--- config.mk ---
export PLATFORM = sky130hd
export DESIGN_NAME = stereo_utility_low_mono_top
export DESIGN_NICKNAME = d
export VERILOG_FILES = /design/src/sv/sumono_pkg.sv /design/src/sv/sumono_mac.sv /design/src/sv/stereo_utility_low_mono_top.sv
export SDC_FILE = /design/constraint.sdc
export NUM_CORES = 2
export LEC_CHECK = 0
export BUFFER_PORTS_ARGS = -buffer_cell sky130_fd_sc_hd__buf_2
export CAP_MARGIN = 20
export CORE_MARGIN = 2
export CORE_UTILIZATION = 40
export DETAILED_ROUTE_END_ITERATION = 10
export PLACE_DENSITY_LB_ADDON = 0.12
export SLEW_MARGIN = 15
export SYNTH_ARGS = -nofsm -noshare
export SYNTH_HDL_FRONTEND = slang
export SYNTH_SLANG_ARGS = --single-unit
--- constraint.sdc ---
create_clock -name clk -period 12.8 [get_ports clk]
set_input_delay 1.92 -clock clk [delete_from_list [all_inputs] [get_ports clk]]
set_output_delay 1.92 -clock clk [all_outputs]
set_load 0.1 [all_outputs]
--- src/sv/sumono_pkg.sv ---
`default_nettype none

package sumono_pkg;

  // Configuration register indexes, in the order of the register map.
  typedef enum logic [2:0] {
    CFG_GAIN   = 3'd0,
    CFG_PAN    = 3'd1,
    CFG_WIDTH  = 3'd2,
    CFG_ALPHA  = 3'd3,
    CFG_MONO   = 3'd4,
    CFG_LMONO  = 3'd5,
    CFG_INV_L  = 3'd6,
    CFG_INV_R  = 3'd7
  } cfg_idx_t;

  localparam int CFG_IDX_BITS  = 3;
  localparam int CFG_DATA_BITS = 18;
  localparam int GAIN_BITS     = 18;
  localparam int PAN_BITS      = 17;
  localparam int WIDTH_BITS    = 16;
  localparam int ALPHA_BITS    = 16;
  localparam int PAN_GAIN_BITS = 16;

  // Coefficient operand of the shared multiplier: every coefficient is
  // unsigned and at most 18 bits, so one sign bit on top covers them all.
  localparam int MUL_B_BITS = 19;

  // Register defaults.
  localparam logic [GAIN_BITS-1:0]  GAIN_RESET  = 18'd65536;
  localparam logic [WIDTH_BITS-1:0] WIDTH_RESET = 16'd16384;
  localparam logic [ALPHA_BITS-1:0] ALPHA_RESET = 16'd1023;

  // Width saturates at 2.0 in Q2.14; pan saturates at +-1.0 in Q1.15.
  localparam logic [WIDTH_BITS-1:0]        WIDTH_MAX    = 16'd32768;
  localparam logic signed [PAN_BITS-1:0]   PAN_POS      = 17'sd32768;
  localparam logic signed [PAN_BITS-1:0]   PAN_NEG      = -17'sd32768;
  localparam logic [PAN_GAIN_BITS-1:0]     PAN_UNITY    = 16'h8000;

  // Rounding shift applied to the registered product.
  typedef enum logic [1:0] {
    RND_Q14 = 2'd0,
    RND_Q15 = 2'd1,
    RND_Q16 = 2'd2
  } rnd_t;

  // Control handed to the multiplier each cycle.
  typedef struct packed {
    logic en;
    rnd_t rnd;
  } mac_ctl_t;

endpackage

`default_nettype wire

--- src/sv/sumono_mac.sv ---
`default_nettype none

module sumono_mac #(
  parameter int A_BITS = 37
) (
  input  wire logic                                          clk,
  input  wire sumono_pkg::mac_ctl_t                          ctl,
  input  wire logic signed [A_BITS-1:0]                      mul_a,
  input  wire logic signed [sumono_pkg::MUL_B_BITS-1:0]      mul_b,
  output logic signed [A_BITS+sumono_pkg::MUL_B_BITS-1:0]    rnd
);

  localparam int P_BITS = A_BITS + sumono_pkg::MUL_B_BITS;

  localparam logic signed [P_BITS-1:0] HALF_Q14 = {{(P_BITS-14){1'b0}}, 1'b1, 13'b0};
  localparam logic signed [P_BITS-1:0] HALF_Q15 = {{(P_BITS-15){1'b0}}, 1'b1, 14'b0};
  localparam logic signed [P_BITS-1:0] HALF_Q16 = {{(P_BITS-16){1'b0}}, 1'b1, 15'b0};

  logic signed [P_BITS-1:0] prod_r;
  sumono_pkg::rnd_t         shift_r;

  // Product and its rounding code are captured together.
  always_ff @(posedge clk) begin
    if (ctl.en) begin
      prod_r  <= mul_a * mul_b;
      shift_r <= ctl.rnd;
    end
  end

  // Round half up, then floor: add half an LSB and shift arithmetically.
  always_comb begin
    case (shift_r)
      sumono_pkg::RND_Q14: rnd = (prod_r + HALF_Q14) >>> 14;
      sumono_pkg::RND_Q15: rnd = (prod_r + HALF_Q15) >>> 15;
      sumono_pkg::RND_Q16: rnd = (prod_r + HALF_Q16) >>> 16;
      default:             rnd = prod_r;
    endcase
  end

endmodule

`default_nettype wire

--- src/sv/stereo_utility_low_mono_top.sv ---
// A new input beat is accepted only in the idle state, after the previous beat has been handed
// to the output register; every gain, width, filter and pan product goes through the one
// shared multiplier, one product a cycle.
// A finished result waits in the output register while the next beat is taken.
// Reset (rst_n low, synchronous) restores the register defaults, zeroes the four
// lowpass states and empties the output register.
`default_nettype none

module stereo_utility_low_mono_top #(
  parameter int SAMPLE_BITS = 24
) (
  input  wire logic                                     clk,
  input  wire logic                                     rst_n,
  input  wire logic                                     in_valid,
  output logic                                          in_ready,
  input  wire logic signed [SAMPLE_BITS-1:0]            in_sample_left,
  input  wire logic signed [SAMPLE_BITS-1:0]            in_sample_right,
  input  wire logic                                     in_right_present,
  output logic                                          out_valid,
  input  wire logic                                     out_ready,
  output logic signed [SAMPLE_BITS-1:0]                 out_left,
  output logic signed [SAMPLE_BITS-1:0]                 out_right,
  input  wire logic                                     cfg_we,
  input  wire logic [sumono_pkg::CFG_IDX_BITS-1:0]      cfg_index,
  input  wire logic [sumono_pkg::CFG_DATA_BITS-1:0]     cfg_data
);

  // Widths: mid/side values, and the widest working value (filter and fold).
  localparam int W1    = SAMPLE_BITS + 4;
  localparam int WBASE = (SAMPLE_BITS + 6 > 33) ? SAMPLE_BITS + 6 : 33;
  localparam int W3    = WBASE + 2;
  localparam int MB    = sumono_pkg::MUL_B_BITS;

  localparam logic signed [W3-1:0] ONE_W = {{(W3-1){1'b0}}, 1'b1};
  localparam logic signed [W3-1:0] OUT_MAX = {{(W3-SAMPLE_BITS+1){1'b0}}, {(SAMPLE_BITS-1){1'b1}}};
  localparam logic signed [W3-1:0] OUT_MIN = {{(W3-SAMPLE_BITS+1){1'b1}}, {(SAMPLE_BITS-1){1'b0}}};
  localparam logic signed [W3-1:0] ST_MAX  = {{(W3-31){1'b0}}, {31{1'b1}}};
  localparam logic signed [W3-1:0] ST_MIN  = {{(W3-31){1'b1}}, {31{1'b0}}};

  typedef enum logic [4:0] {
    ST_IDLE, ST_GAIN_L, ST_GAIN_R, ST_GAIN_END, ST_SPLIT, ST_WIDTH, ST_REBUILD,
    ST_P1_DIFF, ST_P1_L, ST_P1_R, ST_P2_DIFF, ST_P2_L, ST_P2_R, ST_P2_END, ST_FOLD,
    ST_PAN_L, ST_PAN_R, ST_PAN_END, ST_DONE
  } state_t;

  // Configuration registers.
  logic [sumono_pkg::GAIN_BITS-1:0]         gain_r;
  logic signed [sumono_pkg::PAN_BITS-1:0]   pan_r;
  logic [sumono_pkg::WIDTH_BITS-1:0]        width_r;
  logic [sumono_pkg::ALPHA_BITS-1:0]        alpha_r;
  logic                                     mono_r;
  logic                                     lmono_r;
  logic                                     inv_l_r;
  logic                                     inv_r_r;

  // Sequencer, datapath and output registers.
  state_t                         state_r, state_nxt;
  logic signed [SAMPLE_BITS:0]    sl_r, sl_nxt, sr_r, sr_nxt;
  logic signed [W3-1:0]           l_r, l_nxt, r_r, r_nxt, diff_r, diff_nxt;
  logic signed [W1-1:0]           mid_r, mid_nxt, side_r, side_nxt;
  logic signed [31:0]             st_l1_r, st_l1_nxt, st_l2_r, st_l2_nxt;
  logic signed [31:0]             st_r1_r, st_r1_nxt, st_r2_r, st_r2_nxt;
  logic signed [SAMPLE_BITS-1:0]  res_l_r, res_l_nxt, res_r_r, res_r_nxt;
  logic signed [SAMPLE_BITS-1:0]  out_left_r, out_left_nxt, out_right_r, out_right_nxt;
  logic                           out_valid_r, out_valid_nxt;

  // Shared multiplier interface.
  sumono_pkg::mac_ctl_t           mac_ctl;
  logic signed [W3-1:0]           mac_a;
  logic signed [MB-1:0]           mac_b;
  logic signed [W3+MB-1:0]        mac_rnd;
  logic signed [W3-1:0]           prod_w;

  // Input sample selection and polarity.
  logic signed [SAMPLE_BITS:0]    sl_in, sr_in;

  // Clamped coefficients.
  logic [sumono_pkg::WIDTH_BITS-1:0]        w_clamp;
  logic signed [sumono_pkg::PAN_BITS-1:0]   pan_c, gl_diff, gr_sum;
  logic [sumono_pkg::PAN_GAIN_BITS-1:0]     gl, gr;

  // Shared adders for mid/side and the bass fold.
  logic signed [W3-1:0]           mid_sum, side_sum, low_mid;

  function automatic logic signed [W3-1:0] ext32(input logic signed [31:0] v);
    ext32 = {{(W3-32){v[31]}}, v};
  endfunction

  function automatic logic signed [W3-1:0] ext1(input logic signed [W1-1:0] v);
    ext1 = {{(W3-W1){v[W1-1]}}, v};
  endfunction

  // One lowpass update: state plus rounded step, saturated to 32 bits.
  function automatic logic signed [31:0] pole_upd(input logic signed [31:0] st,
                                                  input logic signed [W3-1:0] step);
    logic signed [W3-1:0] sum;
    sum = ext32(st) + step;
    if (sum > ST_MAX) begin
      pole_upd = ST_MAX[31:0];
    end else if (sum < ST_MIN) begin
      pole_upd = ST_MIN[31:0];
    end else begin
      pole_upd = sum[31:0];
    end
  endfunction

  function automatic logic signed [SAMPLE_BITS-1:0] sat_out(input logic signed [W3-1:0] v);
    if (v > OUT_MAX) begin
      sat_out = OUT_MAX[SAMPLE_BITS-1:0];
    end else if (v < OUT_MIN) begin
      sat_out = OUT_MIN[SAMPLE_BITS-1:0];
    end else begin
      sat_out = v[SAMPLE_BITS-1:0];
    end
  endfunction

  sumono_mac #(
    .A_BITS (W3)
  ) u_mac (
    .clk   (clk),
    .ctl   (mac_ctl),
    .mul_a (mac_a),
    .mul_b (mac_b),
    .rnd   (mac_rnd)
  );

  assign prod_w = mac_rnd[W3-1:0];

  // Configuration writes.
  always_ff @(posedge clk) begin
    if (!rst_n) begin
      gain_r  <= sumono_pkg::GAIN_RESET;
      pan_r   <= '0;
      width_r <= sumono_pkg::WIDTH_RESET;
      alpha_r <= sumono_pkg::ALPHA_RESET;
      mono_r  <= 1'b0;
      lmono_r <= 1'b0;
      inv_l_r <= 1'b0;
      inv_r_r <= 1'b0;
    end else if (cfg_we) begin
      case (cfg_index)
        sumono_pkg::CFG_GAIN:  gain_r  <= cfg_data[sumono_pkg::GAIN_BITS-1:0];
        sumono_pkg::CFG_PAN:   pan_r   <= cfg_data[sumono_pkg::PAN_BITS-1:0];
        sumono_pkg::CFG_WIDTH: width_r <= cfg_data[sumono_pkg::WIDTH_BITS-1:0];
        sumono_pkg::CFG_ALPHA: alpha_r <= cfg_data[sumono_pkg::ALPHA_BITS-1:0];
        sumono_pkg::CFG_MONO:  mono_r  <= cfg_data[0];
        sumono_pkg::CFG_LMONO: lmono_r <= cfg_data[0];
        sumono_pkg::CFG_INV_L: inv_l_r <= cfg_data[0];
        sumono_pkg::CFG_INV_R: inv_r_r <= cfg_data[0];
        default: ;
      endcase
    end
  end

  // Width and pan clamps, and the far-side pan attenuation.
  always_comb begin
    w_clamp = (width_r > sumono_pkg::WIDTH_MAX) ? sumono_pkg::WIDTH_MAX : width_r;
    if (pan_r > sumono_pkg::PAN_POS) begin
      pan_c = sumono_pkg::PAN_POS;
    end else if (pan_r < sumono_pkg::PAN_NEG) begin
      pan_c = sumono_pkg::PAN_NEG;
    end else begin
      pan_c = pan_r;
    end
    gl_diff = sumono_pkg::PAN_POS - pan_c;
    gr_sum  = sumono_pkg::PAN_POS + pan_c;
    gl = (pan_c <= 0) ? sumono_pkg::PAN_UNITY : gl_diff[sumono_pkg::PAN_GAIN_BITS-1:0];
    gr = (pan_c >= 0) ? sumono_pkg::PAN_UNITY : gr_sum[sumono_pkg::PAN_GAIN_BITS-1:0];
  end

  // Input polarity; a missing right channel reuses the left sample.
  always_comb begin
    sl_in = {in_sample_left[SAMPLE_BITS-1], in_sample_left};
    sr_in = in_right_present ? {in_sample_right[SAMPLE_BITS-1], in_sample_right} : sl_in;
    if (inv_l_r) begin
      sl_in = -sl_in;
    end
    if (inv_r_r) begin
      sr_in = -sr_in;
    end
  end

  // Mid/side split and the averaged bass, each rounded half up.
  always_comb begin
    mid_sum  = (l_r + r_r + ONE_W) >>> 1;
    side_sum = (l_r - r_r + ONE_W) >>> 1;
    low_mid  = (ext32(st_l2_r) + ext32(st_r2_r) + ONE_W) >>> 1;
  end

  // Sequencer: at most one multiplier product issued and one consumed per step.
  always_comb begin
    state_nxt     = state_r;
    sl_nxt        = sl_r;
    sr_nxt        = sr_r;
    l_nxt         = l_r;
    r_nxt         = r_r;
    diff_nxt      = diff_r;
    mid_nxt       = mid_r;
    side_nxt      = side_r;
    st_l1_nxt     = st_l1_r;
    st_l2_nxt     = st_l2_r;
    st_r1_nxt     = st_r1_r;
    st_r2_nxt     = st_r2_r;
    res_l_nxt     = res_l_r;
    res_r_nxt     = res_r_r;
    out_left_nxt  = out_left_r;
    out_right_nxt = out_right_r;
    out_valid_nxt = out_valid_r && !out_ready;
    mac_ctl.en    = 1'b0;
    mac_ctl.rnd   = sumono_pkg::RND_Q16;
    mac_a         = '0;
    mac_b         = '0;
    case (state_r)
      ST_IDLE: begin
        if (in_valid) begin
          sl_nxt    = sl_in;
          sr_nxt    = sr_in;
          state_nxt = ST_GAIN_L;
        end
      end
      ST_GAIN_L: begin
        mac_ctl.en = 1'b1;
        mac_a      = {{(W3-SAMPLE_BITS-1){sl_r[SAMPLE_BITS]}}, sl_r};
        mac_b      = {1'b0, gain_r};
        state_nxt  = ST_GAIN_R;
      end
      ST_GAIN_R: begin
        mac_ctl.en = 1'b1;
        mac_a      = {{(W3-SAMPLE_BITS-1){sr_r[SAMPLE_BITS]}}, sr_r};
        mac_b      = {1'b0, gain_r};
        l_nxt      = prod_w;
        state_nxt  = ST_GAIN_END;
      end
      ST_GAIN_END: begin
        r_nxt     = prod_w;
        state_nxt = ST_SPLIT;
      end
      ST_SPLIT: begin
        mid_nxt   = mid_sum[W1-1:0];
        side_nxt  = side_sum[W1-1:0];
        state_nxt = ST_WIDTH;
      end
      ST_WIDTH: begin
        mac_ctl.en  = 1'b1;
        mac_ctl.rnd = sumono_pkg::RND_Q14;
        mac_a       = ext1(side_r);
        mac_b       = {{(MB-sumono_pkg::WIDTH_BITS){1'b0}}, w_clamp};
        state_nxt   = ST_REBUILD;
      end
      ST_REBUILD: begin
        if (mono_r) begin
          l_nxt = ext1(mid_r);
          r_nxt = ext1(mid_r);
        end else begin
          l_nxt = ext1(mid_r) + prod_w;
          r_nxt = ext1(mid_r) - prod_w;
        end
        state_nxt = (!mono_r && lmono_r) ? ST_P1_DIFF : ST_PAN_L;
      end
      // First lowpass of each channel, interleaved left then right.
      ST_P1_DIFF: begin
        diff_nxt  = l_r - ext32(st_l1_r);
        state_nxt = ST_P1_L;
      end
      ST_P1_L: begin
        mac_ctl.en = 1'b1;
        mac_a      = diff_r;
        mac_b      = {{(MB-sumono_pkg::ALPHA_BITS){1'b0}}, alpha_r};
        diff_nxt   = r_r - ext32(st_r1_r);
        state_nxt  = ST_P1_R;
      end
      ST_P1_R: begin
        mac_ctl.en = 1'b1;
        mac_a      = diff_r;
        mac_b      = {{(MB-sumono_pkg::ALPHA_BITS){1'b0}}, alpha_r};
        st_l1_nxt  = pole_upd(st_l1_r, prod_w);
        state_nxt  = ST_P2_DIFF;
      end
      // Second lowpass, fed by the first.
      ST_P2_DIFF: begin
        st_r1_nxt = pole_upd(st_r1_r, prod_w);
        diff_nxt  = ext32(st_l1_r) - ext32(st_l2_r);
        state_nxt = ST_P2_L;
      end
      ST_P2_L: begin
        mac_ctl.en = 1'b1;
        mac_a      = diff_r;
        mac_b      = {{(MB-sumono_pkg::ALPHA_BITS){1'b0}}, alpha_r};
        diff_nxt   = ext32(st_r1_r) - ext32(st_r2_r);
        state_nxt  = ST_P2_R;
      end
      ST_P2_R: begin
        mac_ctl.en = 1'b1;
        mac_a      = diff_r;
        mac_b      = {{(MB-sumono_pkg::ALPHA_BITS){1'b0}}, alpha_r};
        st_l2_nxt  = pole_upd(st_l2_r, prod_w);
        state_nxt  = ST_P2_END;
      end
      ST_P2_END: begin
        st_r2_nxt = pole_upd(st_r2_r, prod_w);
        state_nxt = ST_FOLD;
      end
      // Swap each channel's bass for the average bass of both.
      ST_FOLD: begin
        l_nxt     = low_mid + l_r - ext32(st_l2_r);
        r_nxt     = low_mid + r_r - ext32(st_r2_r);
        state_nxt = ST_PAN_L;
      end
      ST_PAN_L: begin
        mac_ctl.en  = 1'b1;
        mac_ctl.rnd = sumono_pkg::RND_Q15;
        mac_a       = l_r;
        mac_b       = {{(MB-sumono_pkg::PAN_GAIN_BITS){1'b0}}, gl};
        state_nxt   = ST_PAN_R;
      end
      ST_PAN_R: begin
        mac_ctl.en  = 1'b1;
        mac_ctl.rnd = sumono_pkg::RND_Q15;
        mac_a       = r_r;
        mac_b       = {{(MB-sumono_pkg::PAN_GAIN_BITS){1'b0}}, gr};
        res_l_nxt   = sat_out(prod_w);
        state_nxt   = ST_PAN_END;
      end
      ST_PAN_END: begin
        res_r_nxt = sat_out(prod_w);
        state_nxt = ST_DONE;
      end
      // Hand the result over once the output register is free.
      ST_DONE: begin
        if (!out_valid_r || out_ready) begin
          out_left_nxt  = res_l_r;
          out_right_nxt = res_r_r;
          out_valid_nxt = 1'b1;
          state_nxt     = ST_IDLE;
        end
      end
      default: begin
        state_nxt = ST_IDLE;
      end
    endcase
  end

  // State, filter state, datapath and registered outputs.
  always_ff @(posedge clk) begin
    if (!rst_n) begin
      state_r     <= ST_IDLE;
      out_valid_r <= 1'b0;
      st_l1_r     <= '0;
      st_l2_r     <= '0;
      st_r1_r     <= '0;
      st_r2_r     <= '0;
    end else begin
      state_r     <= state_nxt;
      out_valid_r <= out_valid_nxt;
      st_l1_r     <= st_l1_nxt;
      st_l2_r     <= st_l2_nxt;
      st_r1_r     <= st_r1_nxt;
      st_r2_r     <= st_r2_nxt;
    end
    sl_r        <= sl_nxt;
    sr_r        <= sr_nxt;
    l_r         <= l_nxt;
    r_r         <= r_nxt;
    diff_r      <= diff_nxt;
    mid_r       <= mid_nxt;
    side_r      <= side_nxt;
    res_l_r     <= res_l_nxt;
    res_r_r     <= res_r_nxt;
    out_left_r  <= out_left_nxt;
    out_right_r <= out_right_nxt;
  end

  assign in_ready  = (state_r == ST_IDLE);
  assign out_valid = out_valid_r;
  assign out_left  = out_left_r;
  assign out_right = out_right_r;

endmodule

`default_nettype wire

# Yosys cells after proc, flatten, opt, wreduce, memory -nomap -nowiden
# Cells that the tools add are included.
[word_totals] reg_bits=565
[op_classes] n_mul=1 n_eq_ne=29 order_cmp=15 mux=34 reduce_logical=27 add_sub_neg=27
[op_table] operator="$pmux 35 s3" count=3
[op_table] operator="$mux 32" count=8
[op_table] operator="$pmux 35 s6" count=1
[op_table] operator="$add 32x35->35" count=4
[op_table] operator="$gt 35x32->1 const B" count=4
[op_table] operator="$lt 35x32->1 const B" count=4
[op_table] operator="$pmux 35 s4" count=1
[op_table] operator="$sub 35x32->35" count=4
[op_table] operator="$pmux 5 s19" count=1
[op_table] operator="$pmux 18 s5" count=1
[op_table] operator="$mux 25" count=3
[op_table] operator="$add 33x35->35" count=2
[op_table] operator="$mux 35" count=2
[op_table] operator="$sub 32x32->33" count=2
[op_table] operator="$add 29x2->29 const B" count=2
[op_table] operator="$add 51x17->51 const B" count=1
[op_table] operator="$mul 35x19->51" count=1
[op_table] operator="$add 50x16->50 const B" count=1
[op_table] operator="$add 49x15->49 const B" count=1
[op_table] operator="$mux 16" count=3
[op_table] operator="$mux 24" count=2
[op_table] operator="$eq 5x4->1 const B" count=8
[op_table] operator="$add 28x35->35" count=1
[op_table] operator="$gt 35x24->1 const B" count=1
[op_table] operator="42 further kinds" count=72

# Logic depth before layout (Yosys ltp)
[logic_depth] ltp_word=7 depth_mapped=43 depth_no_buf=38

# Cells and area by module
# Synthesis repeated with hierarchy kept, for this count alone.
[hier_totals] hier_cells=8804 area_unflattened_um2=76239.4
[by_module_without_submodules] module="stereo_utility_low_mono_top" seq_area_each_um2=13322.8 area_each_um2=48584.1 cells_per_inst=5804 n_inst=1
[by_module_without_submodules] module="sumono_mac" seq_area_each_um2=1681.6 area_each_um2=27655.3 cells_per_inst=3000 n_inst=1

# Worst setup path before layout
# Ideal clock, no wire load.
[synth_path] path_kind="reg2reg" start="register pan_r[2] in the netlist's numbering" end="register u_mac.prod_r[50] (data pin)" required_time_ns=12.540 arrival_ns=10.491 setup_slack_ns=2.050 synth_period_minus_slack_ns=10.750 path_stages_with_launch=40 n_path_buf=3 path_cell_list="dfxtp_1 -> nor3_2 -> nand4_1 -> nor4b_1 -> o21a_1 -> clkbuf_1 -> clkbuf_1 -> nand2_1 -> ha_1 -> o21ai_1 -> nor2_1 -> a211oi_1 -> nand2_1 -> and4_1 -> o21ai_1 -> clkbuf_1 -> nand2_1 -> fa_1 -> [... 4 more ...] -> inv_1 -> fa_1 -> fa_1 -> inv_1 -> fa_1 -> inv_1 -> ha_1 -> or4_1 -> o311a_1 -> o21ai_0 -> nor3_1 -> o41a_1 -> a211o_1 -> a41o_1 -> a2111oi_0 -> o21bai_1 -> a21oi_1 -> xnor2_1"
[synth_via] elab_chain_len=7 elab_cells_between_ends=12
[synth_rtl] item="start, declared" line="stereo_utility_low_mono_top.sv:48" text="logic signed [sumono_pkg::PAN_BITS-1:0] pan_r;"
[synth_rtl] item="start signal, assigned" line="stereo_utility_low_mono_top.sv:143" text="sumono_pkg::CFG_PAN: pan_r <= cfg_data[sumono_pkg::PAN_BITS-1:0];"
[synth_rtl] item="$lt 17x16->1" line="stereo_utility_low_mono_top.sv:160" text="end else if (pan_r < sumono_pkg::PAN_NEG) begin"
[synth_rtl] item="$mux 17" line="stereo_utility_low_mono_top.sv:160"
[synth_rtl] item="$mux 17 (*)" line="stereo_utility_low_mono_top.sv:158" text="if (pan_r > sumono_pkg::PAN_POS) begin"
[synth_rtl] item="$add 16x16->16 (tied with other cells)" line="stereo_utility_low_mono_top.sv:166" text="gr_sum = sumono_pkg::PAN_POS + pan_c;"
[synth_rtl] item="$mux 16, on equally long branches" line="stereo_utility_low_mono_top.sv:168, stereo_utility_low_mono_top.sv:167"
[synth_rtl] item="$pmux 18 s5 (*)" line="stereo_utility_low_mono_top.sv:213" text="case (state_r)"
[synth_rtl] item="$mul 35x19->51 (*)" line="sumono_mac.sv:25" text="prod_r <= mul_a * mul_b;"
[synth_rtl] item="end signal, assigned" line="sumono_mac.sv:25"
[synth_rtl] item="end, declared" line="sumono_mac.sv:19" text="logic signed [P_BITS-1:0] prod_r;"
# Every way passes the cells marked *; elsewhere a longest branch is shown, timed or not.
# A chain may end at the register's enable or synchronous reset.

# Worst setup path after layout
[layout_path] start="register pan_r[8] in the netlist's numbering" end="register u_mac.prod_r[50] (data pin)"
# The elaborated chain is that of the path after synthesis.

==> out/results.tsv <==
metric	value	unit
required	13.22	ns
grt_pass1_vias	62276	
cts_tree	built	
outcome	completed	
final_common_cell	inv_1	
vdd_drop_max	0.09435	mV
slowest_stage	o41a_1	
h-tree-depth	3	
period_share	88.21	%
grt-ovfl-total	0	
routed_wl	283.6	mm
max_freq	88.56	MHz
root_buffer	clkbuf_16	
ys_seq_area_share	20.51	%
p_leak	35.16	nW
io-pin-count	125	
min_to	out_left[9]	
fin_area	79260	um^2
fin_nets	9913	
start_util	40.24	%
drtPass1Iterations	7	
routabilityCongestion	0.9698	
timing.hold.ws	0.4159	ns
slowest_delay	0.59	ns
synthArstFlopShare	0	%
ys_ff_latch	565	
rsz0062_at_grt	false	
pre_cts_slack	1.652	ns
cp_max_fo	12	
r2r_cells	37	
path_clk_slew	0.06	ns
power.density	92.03	nW/um^2
antenna_found_initial	20	
drc	0	
vias	64076	
final.min_clock_period	11.29	ns
clock_latency	0.78	ns
synth_cell_types	101	
slew_headroom	12.08	%
synth_area	72730	um^2
synth_edf_count	360	
fp.dieW	430.4	um
post_cts_buffers	0	
synth_ff_type	edfxtp_1	
r2r_start	pan_r[8]	
grt_max_degree	91	
clock_skew	0.09036	ns
routedWlPerCell	25.88	um
die_h	430.4	um
numCtsBuffers	76	
hold_violations	0	
grt_pass1_wl	417.8	mm
drv_slew	0	
rows	156	
portBuffers	124	
drtIter0Drc	5947	
r2r_end	u_mac.prod_r[50]	
min_from	res_l_r[9]	
grt_usage	30.24	%
drive_above_1_share	7.328	%
postCtsHoldBufs	0	
layout_common_cells	inv_1 (1150), nand2_1 (929), fa_1 (666), ha_1 (650), nor2_1 (607)	
ant_nets	0	
syn_to_final_growth	8.985	%
cp-end-kind	register	
synth_area_per_cell	8.586	um^2
cpMostUsedCell	fa_1	
cts_resized	0	
dp_hpwl	231.8	mm
detail_route.vias_per_cell	5.847	
clockBufferDepth	3	
hold_class	reg2reg	
critPathLaunchType	register	
cp.arrival	11.71	ns
fin_tns_setup	0	ns
tightest_slew	1.285	ns
syn_nets	9863	
netlist_instances	8471	
setup_viol	0	
worst_slack	1.509	ns
core_area	180700	um^2
yosysWarnings	0	
place_area	76610	um^2
maxCapViolations	0	
whs_path_depth	0	
rrSetupSlack	1.51	ns
cts_sinks	565	
crit_type	reg2reg	
die_area	185200	um^2
==> worst max-delay path, delay by kind of cell (launching register included) <==
family,cells,cell delay (ns)
AO/OA/AOI/OAI,12,3.94
adder cells (fa/ha/maj),8,3.64
AND/OR/NAND/NOR,10,2.46
buffers and inverters,6,0.48
flip-flops,1,0.38
XOR/XNOR,1,0.08
==> Yosys cell counts, types with 22 or more instances <==
library cell | number | share of area (%)
nand2_1 | 930 | 4.8
or3_1 | 57 | 0.49
nor2_1 | 615 | 3.2
buf_2 | 31 | 0.21
and4_1 | 22 | 0.26
a211oi_1 | 74 | 0.76
edfxtp_1 | 360 | 15
o31ai_1 | 59 | 0.61
o22ai_1 | 32 | 0.28
a211o_1 | 25 | 0.30
a22oi_1 | 25 | 0.26
nand2b_1 | 104 | 0.89
a31oi_1 | 52 | 0.45
fa_1 | 666 | 18
o21ai_0 | 373 | 2.6
mux2i_1 | 53 | 0.73
clkbuf_1 | 273 | 1.4
a222oi_1 | 57 | 0.78
a21oi_1 | 507 | 3.5
o211ai_1 | 50 | 0.52
nor3_1 | 159 | 1.1
nand4_1 | 37 | 0.32
and2_1 | 56 | 0.48
o221a_2 | 61 | 0.94
xor2_1 | 189 | 2.3
a221o_1 | 67 | 0.92
inv_1 | 1150 | 5.9
nor4_1 | 37 | 0.32
or2_2 | 43 | 0.37
dfxtp_1 | 205 | 5.6
a21o_1 | 197 | 2.0
and3_1 | 45 | 0.39
a21boi_0 | 74 | 0.76
o21a_1 | 74 | 0.76
o221ai_1 | 27 | 0.33
xnor2_1 | 357 | 4.3
nand3_1 | 144 | 0.99
o21bai_1 | 70 | 0.72
ha_1 | 651 | 11
nor2b_1 | 127 | 1.1
==> flip-flops by register name, indices dropped and copies added (netlist names), 25 cells and up <==
name and flops:
u_mac.prod_r 51, diff_r 35, l_r 35, r_r 35, st_l1_r 32, st_l2_r 32
st_r1_r 32, st_r2_r 32, mid_r 28, side_r 28, sl_r 25, sr_r 25
==> per-stage QoR <==
step / std cells / util [%] / power, mW
global route: 10954 / 43.85 / 7.624
global placement: 10811 / 42.39 / 4.976
CTS: 10952 / 43.83 / 7.286
floorplan: 8471 / - / 3.988
detailed placement: 10811 / 42.39 / 4.986
finish: 10958 / 43.85 / 7.294
==> power breakdown <==
| part | internal (mW) | total (mW) | switching (mW) |
|---|---|---|---|
| logic | 0.960 | 2.85 | 1.89 |
| registers | 2.07 | 2.16 | 0.0888 |
| clock network | 1.29 | 2.28 | 0.987 |
==> layer usage <==
layer  up-vias  global-route usage [%]  share of wire (%)
met3       440                   4.943                7.0
met2      2294                   46.90                 44
met4        16                   11.70                4.4
met1     32014                   42.13                 44
li1      29312                       -                  -
met5         -                       0              0.042
==> logic make-up (layout without fill, tap and decap cells) <==
group / after synthesis / in the layout / synth area share [%]
buf+inv: 1482 / 1595 / 7.764
xor+xnor: 547 / 547 / 6.598
fa+ha+maj: 1317 / 1317 / 29.53
simple gates: 2451 / 2451 / 15.54
compound gates: 2053 / 2053 / 19.28
flops: 565 / 565 / 20.51
mux: 56 / 56 / 0.7759
other cells: 0 / 4 / 0
==> cell type report <==
| class | instances | area [um^2] |
|---|---|---|
| multi-input cells | 6424 | 52450 |
| well taps | 2370 | 2965 |
| repair buffers | 302 | 1996 |
| fillers | 18088 | 101500 |
| clock buffers | 98 | 2004 |
| diodes | 4 | 10.01 |
| flip-flops and latches | 565 | 14920 |
| clock inverters | 43 | 603.1 |
| inverters | 1152 | 4324 |
==> how the worst max path moves through the flow <==
stage	slack (ns)	to	startpoint
after floorplan	2.05	u_mac.prod_r[50]	pan_r[2]
after global placement	1.81	u_mac.prod_r[50]	pan_r[8]
after detailed placement	1.65	u_mac.prod_r[50]	pan_r[8]
after CTS	1.58	u_mac.prod_r[50]	pan_r[8]
after global routing	0.75	u_mac.prod_r[49]	pan_r[8]
final	1.51	u_mac.prod_r[50]	pan_r[8]
No activity file was read; power rests on OpenSTA's default activity.
